**src/rtl/pte_pkg.sv**
```systemverilog
// package: payload structs, entry layout, status codes and fixed point helpers
`default_nettype none
package pte_pkg;

  localparam int MaxEntries = 32;
  localparam int SlotBits = 5;
  localparam int CountBits = 6;

  typedef enum logic [1:0] {
    OP_LAUNCH = 2'd0,
    OP_REMOVE = 2'd1,
    OP_TICK   = 2'd2,
    OP_READ   = 2'd3
  } opcode_t;

  typedef enum logic [1:0] {
    ST_OK      = 2'd0,
    ST_EMPTY   = 2'd1,
    ST_FULL    = 2'd2,
    ST_REMOVED = 2'd3
  } status_t;

  typedef enum logic [1:0] {
    REG_MODE    = 2'd0,
    REG_GRAVITY = 2'd1,
    REG_BOX_MIN = 2'd2,
    REG_BOX_MAX = 2'd3
  } cfg_reg_t;

  localparam logic [1:0] BndBounce = 2'd1;
  localparam logic [1:0] BndDelete = 2'd2;

  typedef struct packed {
    logic [1:0]         opcode;
    logic [4:0]         slot;
    logic signed [15:0] pos_x;
    logic signed [15:0] pos_y;
    logic signed [15:0] pos_z;
    logic signed [15:0] vel_x;
    logic signed [15:0] vel_y;
    logic signed [15:0] vel_z;
    logic [14:0]        radius;
    logic [15:0]        potency;
    logic [7:0]         generation;
    logic [15:0]        delta_t;
  } req_t;

  typedef struct packed {
    logic [1:0]         status;
    logic [4:0]         slot_out;
    logic signed [15:0] out_pos_x;
    logic signed [15:0] out_pos_y;
    logic signed [15:0] out_pos_z;
    logic signed [15:0] out_vel_x;
    logic signed [15:0] out_vel_y;
    logic signed [15:0] out_vel_z;
    logic [15:0]        out_potency;
    logic               use_particle;
    logic [5:0]         live_count;
    logic               last;
  } rsp_t;

  typedef struct packed {
    logic [2:0][15:0] pos;
    logic [2:0][15:0] vel;
    logic [14:0]      radius;
    logic [15:0]      potency;
    logic             flag;
  } entry_t;

  typedef struct packed {
    logic [5:0]  mode_flags;
    logic [47:0] gravity;
    logic [47:0] box_min;
    logic [47:0] box_max;
  } cfg_t;

  function automatic logic [15:0] sat18(input logic signed [17:0] v);
    logic [15:0] r;
    if (v > 18'sd32767) r = 16'h7fff;
    else if (v < -18'sd32768) r = 16'h8000;
    else r = v[15:0];
    return r;
  endfunction

  // a * dt with dt in unsigned q4.12, rounded half up and saturated to 16 bits
  function automatic logic [15:0] scale_dt(input logic [15:0] a, input logic [15:0] dt);
    logic signed [33:0] y;
    logic signed [33:0] q;
    logic [15:0] r;
    y = $signed({{18{a[15]}}, a}) * $signed({18'd0, dt}) + 34'sd2048;
    q = y >>> 12;
    if (q > 34'sd32767) r = 16'h7fff;
    else if (q < -34'sd32768) r = 16'h8000;
    else r = q[15:0];
    return r;
  endfunction

endpackage
`default_nettype wire

```
**src/rtl/pte_mem.sv**
```systemverilog
// entry store: one write port, one registered read port
`default_nettype none
module pte_mem (
  input  wire logic                              clk,
  input  wire logic                              we,
  input  wire logic [pte_pkg::SlotBits-1:0]      waddr,
  input  wire pte_pkg::entry_t                   wdata,
  input  wire logic [pte_pkg::SlotBits-1:0]      raddr,
  output pte_pkg::entry_t                        rdata
);

  pte_pkg::entry_t mem [pte_pkg::MaxEntries];

  always_ff @(posedge clk) begin
    if (we) begin
      mem[waddr] <= wdata;
    end
    rdata <= mem[raddr];
  end

endmodule
`default_nettype wire

```
**config.mk**
```make
export PLATFORM = sky130hd
export DESIGN_NAME = pte_mem
export DESIGN_NICKNAME = d
export VERILOG_FILES = /design/src/rtl/pte_pkg.sv /design/src/rtl/pte_mem.sv
export SDC_FILE = /design/constraint.sdc
export NUM_CORES = 2
export LEC_CHECK = 0
export ABC_CLOCK_PERIOD_IN_PS = 16370
export BUFFER_PORTS_ARGS = -buffer_cell sky130_fd_sc_hd__buf_2
export CAP_MARGIN = 20
export CORE_ASPECT_RATIO = 1.5
export CORE_MARGIN = 3
export CORE_UTILIZATION = 40
export DETAILED_ROUTE_END_ITERATION = 12
export GPL_TIMING_DRIVEN = 0
export PLACE_DENSITY_LB_ADDON = 0.2
export SYNTH_ARGS = -nofsm -noshare
export SYNTH_HDL_FRONTEND = slang
export SYNTH_SLANG_ARGS = --single-unit
```
**constraint.sdc**
```tcl
create_clock -name clk -period 16.37 [get_ports clk]
set_clock_uncertainty 0.15 [all_clocks]
set_input_delay 3.274 -clock clk [delete_from_list [all_inputs] [get_ports clk]]
set_output_delay 3.274 -clock clk [all_outputs]
set_load 0.03 [all_outputs]
```
==> results by group <==
GRT
  • Initial antenna violation count: 62
  • Grt ovf: 0
  • Vias in the first global route: 77,400
  • Largest net degree at the start of global routing: 33
  • First-pass GRT wire length: 617,000 um
  • GRT Overall Usage: 0.222

STA
  • Worst slew margin: 0.186
  • RSZ-0062 raised after global routing: no
  • Finish-stage setup viols: 0
  • Slew Limit Fails: 0
  • Tmin final: about 6.4 ns
  • Period utilisation layout: 0.389
  • Final Hold Vio Count: 0
  • Max frequency: roughly 160 MHz
  • Worst Max-Slew Pin Slew: 1.22 ns

Critical path
  • CP arrival: 6.95 ns
  • CP endpoint kind: flip-flop
  • Critical path class: in2reg
  • Slowest cell on the critical path: nor4_1
  • Cell count of the worst reg-to-reg path: 3
  • CP Cell Sequence: buf_2 > nor2b_1 > buf_4 > nand2_1 > buf_2 > buf_1 > o22ai_1 > nor4_1
  • CP Launch Type: primary input
  • Crit. Startpoint: raddr[4]
  • Worst Path Required: about 17 ns
  • R2r endpoint: rdata[95]
  • Worst path max stage delay: ~0.97 ns
  • R2R Setup Slk: 14.24 ns
  • Crit-path max FO: 11
  • Reg2reg start: mem[27][95]
  • Cell mode on critical path: buf_2
  • Worst setup endpoint: rdata[100]

Clocking
  • CTS clk-pin slew, worst paths: 0.06 ns
  • Setup Buffers After CTS: 0
  • Max clock buf depth: 4
  • Cts-stage hold buffer count: 0
  • TritonCTS clock tree: built
  • Post-CTS Resized: 0
  • Worst skew pair latency: 0.93 ns
  • H-Tree Depth: 5
  • CTS buffer count: 403
  • Root Buffer: clkbuf_16
  • Clock sinks: around 4,200

Die
  • Io pins: 268
  • Core area: approximately 390,000 sq um
  • Initial Util: 0.402
  • Die area: around 400,000 sq um
  • Site row count: between 200 and 300
  • Die H: 769 um
  • Die W: 515 um

Synth
  • Warnings, synthesis: 0
  • Synth cell types: 28
  • Cells after synthesis: 6,440
  • Synth area leader: edfxtp_1
  • Post-synthesis register bit count: 4,224
  • Post-synth top area share: 0.792
  • Post-Syn Area: approximately 160,000 sq um
  • Avg Cell Area, Syn: 24.1 sq um
  • Net Count, Synth: roughly 6,600
  • Largest cells by area after synthesis: edfxtp_1, mux4_2, o22ai_1
  • Sequential fraction of the synthesis area: 0.809

Job
  • Max Cap Viol: 0

Placed design
  • Post-DP Area: 168,000 sq um
  • I/O Buffers: 264
  • Placed instance count: about 12,000
  • DP HPWL: 297,000 um
  • Gpl congestion: roughly 0.75

Drt
  • Pre-antenna DRT Iters: 6
  • WL/cell: 34.8 um
  • Vias per cell: 5.82
  • DRC: 0
  • WL final: ~440,000 um
  • Drt first-iter violations: 8,059
  • Antenna-violating nets left: 0
  • DR vias: roughly 74,000

Outcome
  • Status: completed

Final layout
  • Layout cells sized above 1: 0.302
  • Net count, final: ~7,500
  • Fin area: approximately 180,000 sq um
  • P&R area growth vs syn: 16.9%
  • Non-Filler Instances: around 13,000

Min path
  • HP Class: reg2reg

Power
  • Power Density: roughly 120 nW/um^2
  • Leakage power: 56.7 nW
  • Worst VDD drop: ~0.091 mV
  • Pwr Total: 22.6 mW
[per-layer routing]
metal | GRT usage | vias to the layer above | wire length (um)
met5 | 0 | - | 222
met4 | 0.0749 | 36 | 16100
met3 | 0.0400 | 758 | 30300
met2 | 0.394 | 2939 | 235000
met1 | 0.275 | 40700 | 163000
li1 | - | 29900 | -
[placed cells by master (no fill, tap or decap), types with 10 or more instances in the layout]
cell	instances
buf_16	24
nand4_1	17
mux4_2	956
buf_8	16
diode_2	26
nor4_1	109
nor2_4	32
nand3_1	37
buf_12	203
buf_6	31
clkinv_1	51
clkbuf_16	414
buf_1	44
clkinv_2	81
edfxtp_1	4096
clkbuf_4	10
clkbuf_8	28
o22ai_1	444
clkbuf_2	13
mux2i_1	136
bufinv_16	34
dfxtp_1	128
buf_2	368
buf_4	69
clkbuf_1	187
a22oi_1	102
clkinvlp_4	13
[how the worst min path moves through the flow]
stage / slack [ns] / depth (start not counted) / from / end
5_1_grt: 0.62 / 3 / mem[26][11] / rdata[11]
4_1_cts: 0.58 / 4 / mem[16][88] / rdata[88]
6_report: 0.58 / 3 / mem[26][88] / rdata[88]
3_3_place_gp: 0.57 / 3 / mem[26][88] / rdata[88]
3_5_place_dp: 0.56 / 4 / mem[16][88] / rdata[88]
2_1_floorplan: 0.50 / 3 / mem[30][104] / rdata[104]
[Yosys cell counts, drive strengths merged]
library cell  count
edfxtp         4096
mux4            956
o22ai           444
buf             235
mux2i           136
dfxtp           128
clkbuf          117
nor4            111
a22oi           102
nand3            37
nor2             36
nand4            17
nand3b            6
nand2             4
or3b              4
nor2b             3
or3               2
and2              1
and3              1
and3b             1
nand2b            1
nor3b             1
or2               1
[cell families after synthesis]
group	share of synthesized area
multiplexers	0.147
flip-flops	0.809
buffers and inverters	0.0126
AND/OR/NAND/NOR	0.00832
AO/OA/AOI/OAI	0.0228
[per-stage QoR]
stage	worst slack, ns	hold WS, ns	TNS, ns	utilization
after floorplan	6.35	0.497	0	-
after global placement	-2.45	0.566	-7174.23	0.422
after detailed placement	8.92	0.564	0	0.436
after CTS	9.92	0.576	0	0.470
after global routing	10.0	0.624	0	0.470
final	10.0	0.580	0	0.470
[report_power, final]
group	internal (mW)	switching [mW]	total, mW
clock	5.32	4.07	9.39
sequential	12.0	0.0476	12.1
combinational	0.401	0.786	1.19
[flip-flops by register name (all words and copies together) (netlist names)]
name   cells
mem     4096
rdata    128
[final cells by class]
cell class	count	area, sq um
fillers	31300	204000
flip-flops and latches	4224	126000
multi-input cells	1864	28000
clock buffers	535	11100
repair buffers	520	6360
well taps	5058	6330
clock inverters	205	2090
plain buffers	352	1970
diodes	26	65.1
[worst max-delay path, delay by kind of cell]
family	cells	cell delay (ns)
AO/OA/AOI/OAI	1	0.42
AND/OR/NAND/NOR	3	1.37
buffers and inverters	4	1.85
Power figures use the tool's default switching activity.
