[config.mk]
export PLATFORM = sky130hd
export DESIGN_NAME = pte_step
export DESIGN_NICKNAME = d
export VERILOG_FILES = /design/src/rtl/pte_pkg.sv /design/src/rtl/pte_step.sv
export SDC_FILE = /design/constraint.sdc
export NUM_CORES = 2
export LEC_CHECK = 0
export BUFFER_PORTS_ARGS = -buffer_cell sky130_fd_sc_hd__buf_2
export CORE_MARGIN = 4
export CORE_UTILIZATION = 40
export CTS_CLUSTER_DIAMETER = 80
export DETAILED_ROUTE_END_ITERATION = 8
export SKIP_CTS_REPAIR_TIMING = 1
export SLEW_MARGIN = 10
export SYNTH_ARGS = -nofsm -noshare
export SYNTH_HDL_FRONTEND = slang
export SYNTH_SLANG_ARGS = --single-unit
[constraint.sdc]
create_clock -name clk -period 17.5 [get_ports clk]
set_input_delay 2.625 -clock clk [delete_from_list [all_inputs] [get_ports clk]]
set_output_delay 2.625 -clock clk [all_outputs]
set_load 0.02 [all_outputs]
[src/rtl/pte_pkg.sv]
// package: payload structs, entry layout, status codes and fixed point helpers
`default_nettype none
package pte_pkg;

  localparam int MaxEntries = 32;
  localparam int SlotBits = 5;
  localparam int CountBits = 6;

  typedef enum logic [1:0] {
    OP_LAUNCH = 2'd0,
    OP_REMOVE = 2'd1,
    OP_TICK   = 2'd2,
    OP_READ   = 2'd3
  } opcode_t;

  typedef enum logic [1:0] {
    ST_OK      = 2'd0,
    ST_EMPTY   = 2'd1,
    ST_FULL    = 2'd2,
    ST_REMOVED = 2'd3
  } status_t;

  typedef enum logic [1:0] {
    REG_MODE    = 2'd0,
    REG_GRAVITY = 2'd1,
    REG_BOX_MIN = 2'd2,
    REG_BOX_MAX = 2'd3
  } cfg_reg_t;

  localparam logic [1:0] BndBounce = 2'd1;
  localparam logic [1:0] BndDelete = 2'd2;

  typedef struct packed {
    logic [1:0]         opcode;
    logic [4:0]         slot;
    logic signed [15:0] pos_x;
    logic signed [15:0] pos_y;
    logic signed [15:0] pos_z;
    logic signed [15:0] vel_x;
    logic signed [15:0] vel_y;
    logic signed [15:0] vel_z;
    logic [14:0]        radius;
    logic [15:0]        potency;
    logic [7:0]         generation;
    logic [15:0]        delta_t;
  } req_t;

  typedef struct packed {
    logic [1:0]         status;
    logic [4:0]         slot_out;
    logic signed [15:0] out_pos_x;
    logic signed [15:0] out_pos_y;
    logic signed [15:0] out_pos_z;
    logic signed [15:0] out_vel_x;
    logic signed [15:0] out_vel_y;
    logic signed [15:0] out_vel_z;
    logic [15:0]        out_potency;
    logic               use_particle;
    logic [5:0]         live_count;
    logic               last;
  } rsp_t;

  typedef struct packed {
    logic [2:0][15:0] pos;
    logic [2:0][15:0] vel;
    logic [14:0]      radius;
    logic [15:0]      potency;
    logic             flag;
  } entry_t;

  typedef struct packed {
    logic [5:0]  mode_flags;
    logic [47:0] gravity;
    logic [47:0] box_min;
    logic [47:0] box_max;
  } cfg_t;

  function automatic logic [15:0] sat18(input logic signed [17:0] v);
    logic [15:0] r;
    if (v > 18'sd32767) r = 16'h7fff;
    else if (v < -18'sd32768) r = 16'h8000;
    else r = v[15:0];
    return r;
  endfunction

  // a * dt with dt in unsigned q4.12, rounded half up and saturated to 16 bits
  function automatic logic [15:0] scale_dt(input logic [15:0] a, input logic [15:0] dt);
    logic signed [33:0] y;
    logic signed [33:0] q;
    logic [15:0] r;
    y = $signed({{18{a[15]}}, a}) * $signed({18'd0, dt}) + 34'sd2048;
    q = y >>> 12;
    if (q > 34'sd32767) r = 16'h7fff;
    else if (q < -34'sd32768) r = 16'h8000;
    else r = q[15:0];
    return r;
  endfunction

endpackage
`default_nettype wire

[src/rtl/pte_step.sv]
// three stage euler step: gravity, position update, box collision
`default_nettype none
module pte_step (
  input  wire logic            clk,
  input  wire logic            rst,
  input  wire logic            start,
  input  wire pte_pkg::entry_t ent,
  input  wire logic [15:0]     dt,
  input  wire pte_pkg::cfg_t   cfg,
  output pte_pkg::entry_t      res,
  output logic                 drop,
  output logic                 done
);

  pte_pkg::entry_t e1, e2, e1_next, e2_next, e3_next;
  logic v1, v2;
  logic hit;
  logic [1:0] mode;

  assign mode = cfg.mode_flags[5:4];

  always_comb begin
    logic [15:0] g;
    e1_next = ent;
    for (int a = 0; a < 3; a++) begin
      g = pte_pkg::scale_dt(cfg.gravity[16*a +: 16], dt);
      if (cfg.mode_flags[0]) begin
        e1_next.vel[a] = pte_pkg::sat18($signed({{2{ent.vel[a][15]}}, ent.vel[a]})
          + $signed({{2{g[15]}}, g}));
      end
    end
  end

  always_comb begin
    logic [15:0] d;
    e2_next = e1;
    for (int a = 0; a < 3; a++) begin
      d = pte_pkg::scale_dt(e1.vel[a], dt);
      e2_next.pos[a] = pte_pkg::sat18($signed({{2{e1.pos[a][15]}}, e1.pos[a]})
        + $signed({{2{d[15]}}, d}));
    end
  end

  always_comb begin
    logic signed [17:0] p, r, mn, mx, v;
    e3_next = e2;
    hit = 1'b0;
    for (int a = 0; a < 3; a++) begin
      p = $signed({{2{e2.pos[a][15]}}, e2.pos[a]});
      v = $signed({{2{e2.vel[a][15]}}, e2.vel[a]});
      r = $signed({3'd0, e2.radius});
      mn = $signed({{2{cfg.box_min[16*a+15]}}, cfg.box_min[16*a +: 16]});
      mx = $signed({{2{cfg.box_max[16*a+15]}}, cfg.box_max[16*a +: 16]});
      if (cfg.mode_flags[1]) begin
        if (p - r < mn) begin
          e3_next.pos[a] = pte_pkg::sat18(mn + r);
          if (mode == pte_pkg::BndBounce && v < 0) begin
            e3_next.vel[a] = pte_pkg::sat18(-v);
          end
          hit = 1'b1;
        end else if (p + r > mx) begin
          e3_next.pos[a] = pte_pkg::sat18(mx - r);
          if (mode == pte_pkg::BndBounce && v > 0) begin
            e3_next.vel[a] = pte_pkg::sat18(-v);
          end
          hit = 1'b1;
        end
      end
    end
    if (hit && mode == pte_pkg::BndDelete) begin
      e3_next.potency = 16'd0;
    end
  end

  always_ff @(posedge clk) begin
    if (rst) begin
      v1 <= 1'b0;
      v2 <= 1'b0;
      done <= 1'b0;
    end else begin
      v1 <= start;
      v2 <= v1;
      done <= v2;
    end
    e1 <= e1_next;
    e2 <= e2_next;
    res <= e3_next;
    drop <= cfg.mode_flags[2] && (e3_next.potency == 16'd0);
  end

endmodule
`default_nettype wire

==> impl_results.md <==
- Largest area contributor in the netlist: fa_1
- Num CTS Buffers: 45
- Final setup skew: 0.0247 ns
- CP required: about 18 ns
- First-iteration detailed-routing DRC count: 4215
- Slowest-stage cell, CP: o21ai_0
- Highest cell delay on the worst timing path: around 0.91 ns
- GR Util All Layers: a little under a quarter
- Placer Congestion: around 0.94
- Worst Hold Class: flop to flop
- Hold worst-path end: res[0]
- Pre-antenna DRT Iters: 6
- Clock buffer depth: 3
- Mapped Nets: about 12k
- Initial Util: 40.2%
- Row Count: about 160
- Overall routed net length: 236 mm
- CTS tree: built
- Post-synthesis sequential area ratio: 9.93%
- Cell with the most instances after synthesis: inv_1
- Filler instances: 19.3k
- Setup TNS: 0 ns
- Outcome: complete, no violations
- Die X-Extent: roughly 450 um
- Port Buffers: 425
- Boundary pin count: 427
- Root buffer selected by CTS: clkbuf_16
- Reg-to-reg startpoint: e1[39]
- RR Endpoint: e2[88]
- Post-synth top cells: inv_1, fa_1, ha_1, nand2_1, and2_1
- Hold path start: e2[0]
- Vias: 63.1k
- DR vias/cell: between 5 and 6
- First-pass GRT wire length: approximately 370 mm
- Remaining global-route overflow: 0
- Die Height: ~450 um
- Synthesis Warnings: 0
- WP data arrival: between 10 and 15 ns
- Ys flop type: dfxtp_1
- Cells after synthesis: 9136
- Die area: 0.203 mm2
- Depth of the CTS H-tree: 2
- Synth area leaders: fa_1, ha_1, dfxtp_1
- Post-synth top area share: 30.2%
- Tcrit/Tclk final: 79.9%
- Worst skew pair latency: 0.62 ns
- Vias in the first global route: 65.4k
- Initial antenna violation count: 65
- #FFs+latches synth: slightly below 400
- Critical path endpoint category: flop
- Core ar.: about 0.19 mm2
- Post-synth EDFFs: 0
- F_max: 71.5 MHz
- CP most frequent cell: fa_1
- Relative slew margins: 24.1%
- Syn_area_per_cell: 8.57 um2
- MaxCap Viol Count: 0
- Layout area overhead: 7.88%
- RSZ-0062 raised after global routing: no
- Clock sink total: 388
- DRT antenna net count: 0
- Clock-pin transition on the worst setup and hold timing paths: 0.06 ns
- Async SR Flop Fraction: 0%
- Period minus WS final: 13.99 ns
- Avg WL per Cell: 19.7 um
- Worst Setup Path Type: input pin to flop
- Proportion of layout cells with a drive suffix above 1: roughly 6.6%
- Largest net degree at the start of global routing: 76
- Slew @ Worst Pin: 1.13 ns
- Post-DP HPWL: 189 mm
- Fin. max-slew vios: 0
- Setup violations, final: 0
- DRC viols: 0
- Final hold violation count: 0
- R2r setup slk: about 6.6 ns
- Layout net count: 11.9k
- Worst setup SP type: input pin
- R2R depth: 34
- Worst Hold Depth: 0
- Critical-path maximum fanout: between 50 and 60
- Synth unique cells: 88
- Post-Syn Area: 0.0783 mm2
## placed cells by master (no fill, tap or decap), types with 45 or more instances in the layout
master,synthesis,routed
xor2_1,113,113
nand2_1,941,941
a21o_1,159,159
o21bai_1,55,55
inv_1,1747,1747
nor2b_1,82,82
nand3_1,84,84
buf_4,1,72
clkbuf_16,0,45
o22ai_1,47,47
nand2b_1,93,93
dfxtp_1,388,388
nor3_1,100,100
o21a_1,90,90
ha_1,1101,1101
fa_1,1182,1182
and2_1,742,742
nand4_1,48,48
buf_2,8,409
nor2_1,367,367
o21ai_0,270,270
a21oi_1,379,378
xnor2_1,214,214
## worst max-delay path: cells and delay by family
kind	cells	cell delay [ns]
buffers and inverters	8	1.65
xor gates and xnor gates	1	0.19
AOI/OAI and AO/OA	14	4.59
adders and majority gates	9	3.99
and+or+nand+nor	8	1.39
## sequential cells by signal, summed over array words and instances, names as in the netlist
register and cells:
v2 1, e2 128, v1 1, done 1
res 128, e1 128, drop 1
## how the worst max path moves through the flow
stage               start       to  slack, ns
finish              dt[7]   e1[52]       3.51
global route        dt[7]   e1[51]       2.68
CTS                 dt[7]   e1[59]       3.78
detailed placement  dt[7]   e1[59]       3.14
global placement    dt[7]   e1[62]       3.30
floorplan           dt[7]  e2[102]       5.50
## cell families (layout without fill, tap and decap cells)
| group | count (synthesis) | after routing | synth area share (%) |
|---|---|---|---|
| flops | 388 | 388 | 9.93 |
| xor+xnor | 327 | 327 | 3.66 |
| simple gates | 2638 | 2638 | 16.8 |
| compound gates | 1383 | 1383 | 11.4 |
| other cells | 0 | 29 | 0 |
| mux | 8 | 8 | 0.109 |
| buf+inv | 2104 | 2313 | 10.1 |
| fa+ha+maj | 2288 | 2288 | 47.9 |
## stage by stage
stage	utilization [%]	cell area (um2)	std cells	hold slack (ns)	worst slack, ns
2_1_floorplan	-	78300	9136	0.310	5.50
4_1_cts	43.3	84300	11969	0.326	3.78
6_report	43.3	84400	11998	0.323	3.51
3_3_place_gp	42.5	82800	11888	0.310	3.30
5_1_grt	43.3	84400	11977	0.330	2.68
3_5_place_dp	42.5	82800	11888	0.312	3.14
## per-layer routing
layer / wire length [um] / GRT usage, % / share of wire (%)
met5: 289 / 0 / 0.12
met4: 9580 / 8.69 / 4.1
met3: 18000 / 4.30 / 7.7
met2: 108000 / 37.8 / 46
met1: 100000 / 30.4 / 43
## cell type report
type,count,area [um2],area share (%)
flip-flops and latches,388,7770,9.20
repair buffers,482,2610,3.09
multi-input cells,6644,62600,74.1
inverters,1750,6570,7.78
clock inverters,27,348,0.412
well taps,2624,3280,3.89
diodes,29,72.6,0.0860
clock buffers,54,1200,1.42
Power is not shown: default switching activity piles up to over one toggle a cycle in this logic, so the estimate is an artifact.
